===== src/hdl/temh_ram.sv =====
module temh_ram #(
    parameter int Width = 8,
    parameter int Depth = 16
) (
    input  logic                     clk,
    input  logic                     we,
    input  logic [$clog2(Depth)-1:0] waddr,
    input  logic [Width-1:0]         wdata,
    input  logic [$clog2(Depth)-1:0] raddr,
    output logic [Width-1:0]         rdata
);

    logic [Width-1:0] mem [Depth];

    always_ff @(posedge clk)
    begin
        if (we)
        begin
            mem[waddr] <= wdata;
        end
        rdata <= mem[raddr];
    end

endmodule


===== config.mk =====
export PLATFORM = sky130hd
export DESIGN_NAME = temh_ram
export DESIGN_NICKNAME = d
export VERILOG_FILES = /design/src/hdl/temh_ram.sv
export SDC_FILE = /design/constraint.sdc
export NUM_CORES = 1
export LEC_CHECK = 0
export ABC_AREA = 1
export CORE_MARGIN = 2
export CORE_UTILIZATION = 40
export CTS_BUF_LIST = sky130_fd_sc_hd__clkbuf_8
export DETAILED_ROUTE_END_ITERATION = 12
export DONT_BUFFER_PORTS = 1
export PLACE_DENSITY = 0.51
export SKIP_LAST_GASP = 1
export SLEW_MARGIN = 20
export SYNTH_ARGS = -nofsm -noshare
export SYNTH_HDL_FRONTEND = slang
export SYNTH_SLANG_ARGS = --single-unit

===== constraint.sdc =====
create_clock -name clk -period 1.4 [get_ports clk]
set_input_delay 0.28 -clock clk [delete_from_list [all_inputs] [get_ports clk]]
set_output_delay 0.28 -clock clk [all_outputs]
set_load 0.005 [all_outputs]

; ---- After elaboration in Yosys (flattened, before gate mapping)
; Memories as Yosys holds them, arrays and structs flattened. A register that Yosys moved wholly into a read port is not among the register bits.
; Cells that the tools add are included.
[word_totals]
memories = 1
input_bits = 18
ram_bits = 128
elab_cells = 3
ff_bits = 0
output_inout_bits = 8
[memory_table]
columns = name, words, width, read_ports, rd_clocked_by_memory_dff, write_ports, line_no
row1 = mem, 16, 8, 1, 1, 1, 13  ; logic [Width-1:0] mem [Depth];
[op_classes]
n_mux = 2
[op_table]
columns = op, count
row1 = $mux 1, 2

; ---- Logic depth before layout (Yosys ltp)
[logic_depth]
word_depth = 2
depth_mapped = 8

; ---- Worst setup path after synthesis
; No wires, ideal clock.
[synth_path]
path_type = input port to flip-flop
start = input port waddr[2]
end = memory mem[10][0], enable pin
t_arrival_ns = 0.861
stages = 2
slack_ns = 0.169
setup_ns = 0.370
path_cell_list = nand3b_1 -> nor2_1
[synth_rtl]
columns = item, line_no
row1 = start: declaration, 7  ; input logic [$clog2(Depth)-1:0] waddr,
row2 = end: declaration, 13
; Straight into the memory's write port.

; ---- Final worst setup path
[layout_path]
start = input port wdata[7]
end = memory mem[4][7] (data pin)
[layout_rtl]
columns = item, line_no
row1 = start: declaration, 8  ; input logic [Width-1:0] wdata,
; Straight into the memory's write port.

==> reports/qor.yml <==
path_class: "in2reg"
grt_pass1_wl_um: 20600
worst_pin_slew_ns: 0.848
fp.dieH_um: 124
drive_gt1_frac: 0.0929
post-route-drc-count: 0
cts.sinks: 136
required_ns: 1.53
dieArea_um2: 15400
grtUsageTotal: 0.190
maxSlewViolCount: 0
path_clk_slew_ns: 0.08
critPathSlowestCell: "dlygate4sd3_1"
fin_crit_sh: 0.892
rsz0062_at_grt: "false"
ant_nets: 0
fin_skew_ns: 0.0102
cap_violations: 0
port_buffers: 0
fin_tns_setup_ns: 0
grt_overflow: 0
clockBufferDepth: 2
root_buffer: "clkbuf_8"
finalHoldViolations: 0
min_period_ns: 1.25
grt_max_degree: 66
synth_mux_area_frac: 0
end_kind: "flop"
cts_buffers: 17
yosysUniqueCellTypes: 12
synth_xor_area_frac: 0
syn_area_um2: 5770
gp_congestion: 0.825
routed_wl_um: 13400
status: "completed"
wl_per_cell_um: 17.3
synth_top_family_by_area: "simple AND/OR/NAND/NOR gates"
post-place-ws_ns: 0.161
yosys.area_share.simple: 0.210
seq_area_frac_synth: 0.694
crit_arrival_ns: 1.38
ys_ff_latch: 136
syn_to_final_growth_pct: 12.6
insertedDiodeCount: 0
drtIter0Drc: 213
cp_slowest_stage_delay_ns: 1.09
cts_tree: "done"
cp_num_buf_inv: 1
dp_hpwl_um: 8350
std_cell_rows: 43
synth-compound-area-share: 0
cp_max_fo: 16
maxSlewHeadroom: 0.433
vdd_drop_max_mv: 0.661
start_util: 0.412
synth_fa_ha_area_frac: 0
leakagePower_nw: 2.80
syn_inst: 551
p_per_area_nw_per_um2: 1250
coreArea_um2: 14000
cpLargestDelayFamily: "buffers and inverters"
cp-start-kind: "input pin"
hold_class: "in2reg"
syn_area_per_cell_um2: 10.5
setup_ws_ns: 0.151
yosysWarnings: 0
setup_viol: 0
antenna_found_initial: 0
insertion_delay_ns: 0.45
fin_nets: 597
ctsHtreeMaxLevel: 4
grt_pass1_vias: 3610
io_pins: 26
crit_chain: "dlygate4sd3_1"
max_freq_mhz: 801
first_pass_iters: 5
die_w_um: 124
syn_nets: 569
routed-via-count: 3731
avgViaCountPerCell: 4.83
[cell usage after synthesis, drive strengths merged]
| master | number | share of area |
|---|---|---|
| dfxtp | 8 | 0.028 |
| nand3b | 2 | 0.0026 |
| nor2 | 17 | 0.011 |
| inv | 102 | 0.066 |
| nand3 | 97 | 0.084 |
| buf | 24 | 0.029 |
| nand2 | 173 | 0.11 |
| edfxtp | 128 | 0.67 |
[flip-flops by register name (all words and copies together), names as in the netlist]
signal / flops
mem: 128
rdata: 8
[power by group]
part,switching (W),internal [W]
logic,0.000316,0.000153
registers,0.0000346,0.00455
clock network,0.00143,0.00163
[routing by layer]
layer  vias up  global-route usage  share of wire  wire length, um
met2        93               0.294           0.47             6280
met3        19              0.0453          0.045              600
met1      1794               0.260           0.46             6210
met5         -                   0              0                0
met4         0              0.0744          0.020              270
li1       1825                   -              -                -
[worst paths after layout]
| check | start | endpoint | slack, ns | depth (start not counted) |
|---|---|---|---|---|
| setup / recovery | wdata[7] | mem[4][7] | 0.15 | 1 |
| hold / removal | raddr[3] | rdata[3] | 0.03 | 2 |
| setup reg to reg | mem[8][7] | rdata[7] | 0.38 | 6 |
| hold reg to reg | mem[13][2] | rdata[2] | 0.69 | 6 |
[per-stage QoR]
step / hold slack (ns) / std cells / area [um^2] / util / power, W
floorplan: 0.379 / 551 / 5770 / - / 0.00498
global placement: 0.380 / 731 / 6030 / 0.431 / 0.00505
detailed placement: 0.380 / 731 / 6030 / 0.431 / 0.00505
CTS: 0.0135 / 772 / 6500 / 0.464 / 0.00817
global route: 0.0118 / 772 / 6500 / 0.464 / 0.00839
finish: 0.0263 / 772 / 6500 / 0.464 / 0.00811
[final cells by class]
| type | count | area, um^2 |
|---|---|---|
| flip-flops and latches | 136 | 4000 |
| fillers | 1356 | 7490 |
| clock inverters | 13 | 114 |
| clock buffers | 19 | 262 |
| inverters | 102 | 383 |
| repair buffers | 33 | 295 |
| multi-input cells | 289 | 1210 |
| well taps | 180 | 225 |
[cell usage in the layout, fill, tap and decap left out, drive strengths merged]
cell         instances
dfxtp                8
edfxtp             128
nand3b               2
inv                105
nand2              173
dlygate4sd3          9
clkinvlp             1
nor2                17
bufinv               2
clkbuf              19
buf                 24
nand3               97
clkinv               7
[timing repair]
item                                   4_1_cts  5_1_grt
hold buffers                                 9        0
buffers inserted                             0        0
gates resized for setup                      0        0
endpoints found under the hold margin      131        0
[cell families (layout without fill, tap and decap cells)]
family | count (synthesis) | after routing
buffers and inverters | 126 | 167
flip-flops | 136 | 136
AND/OR/NAND/NOR | 289 | 289
Note: power is estimated with default switching activity, not from simulation.
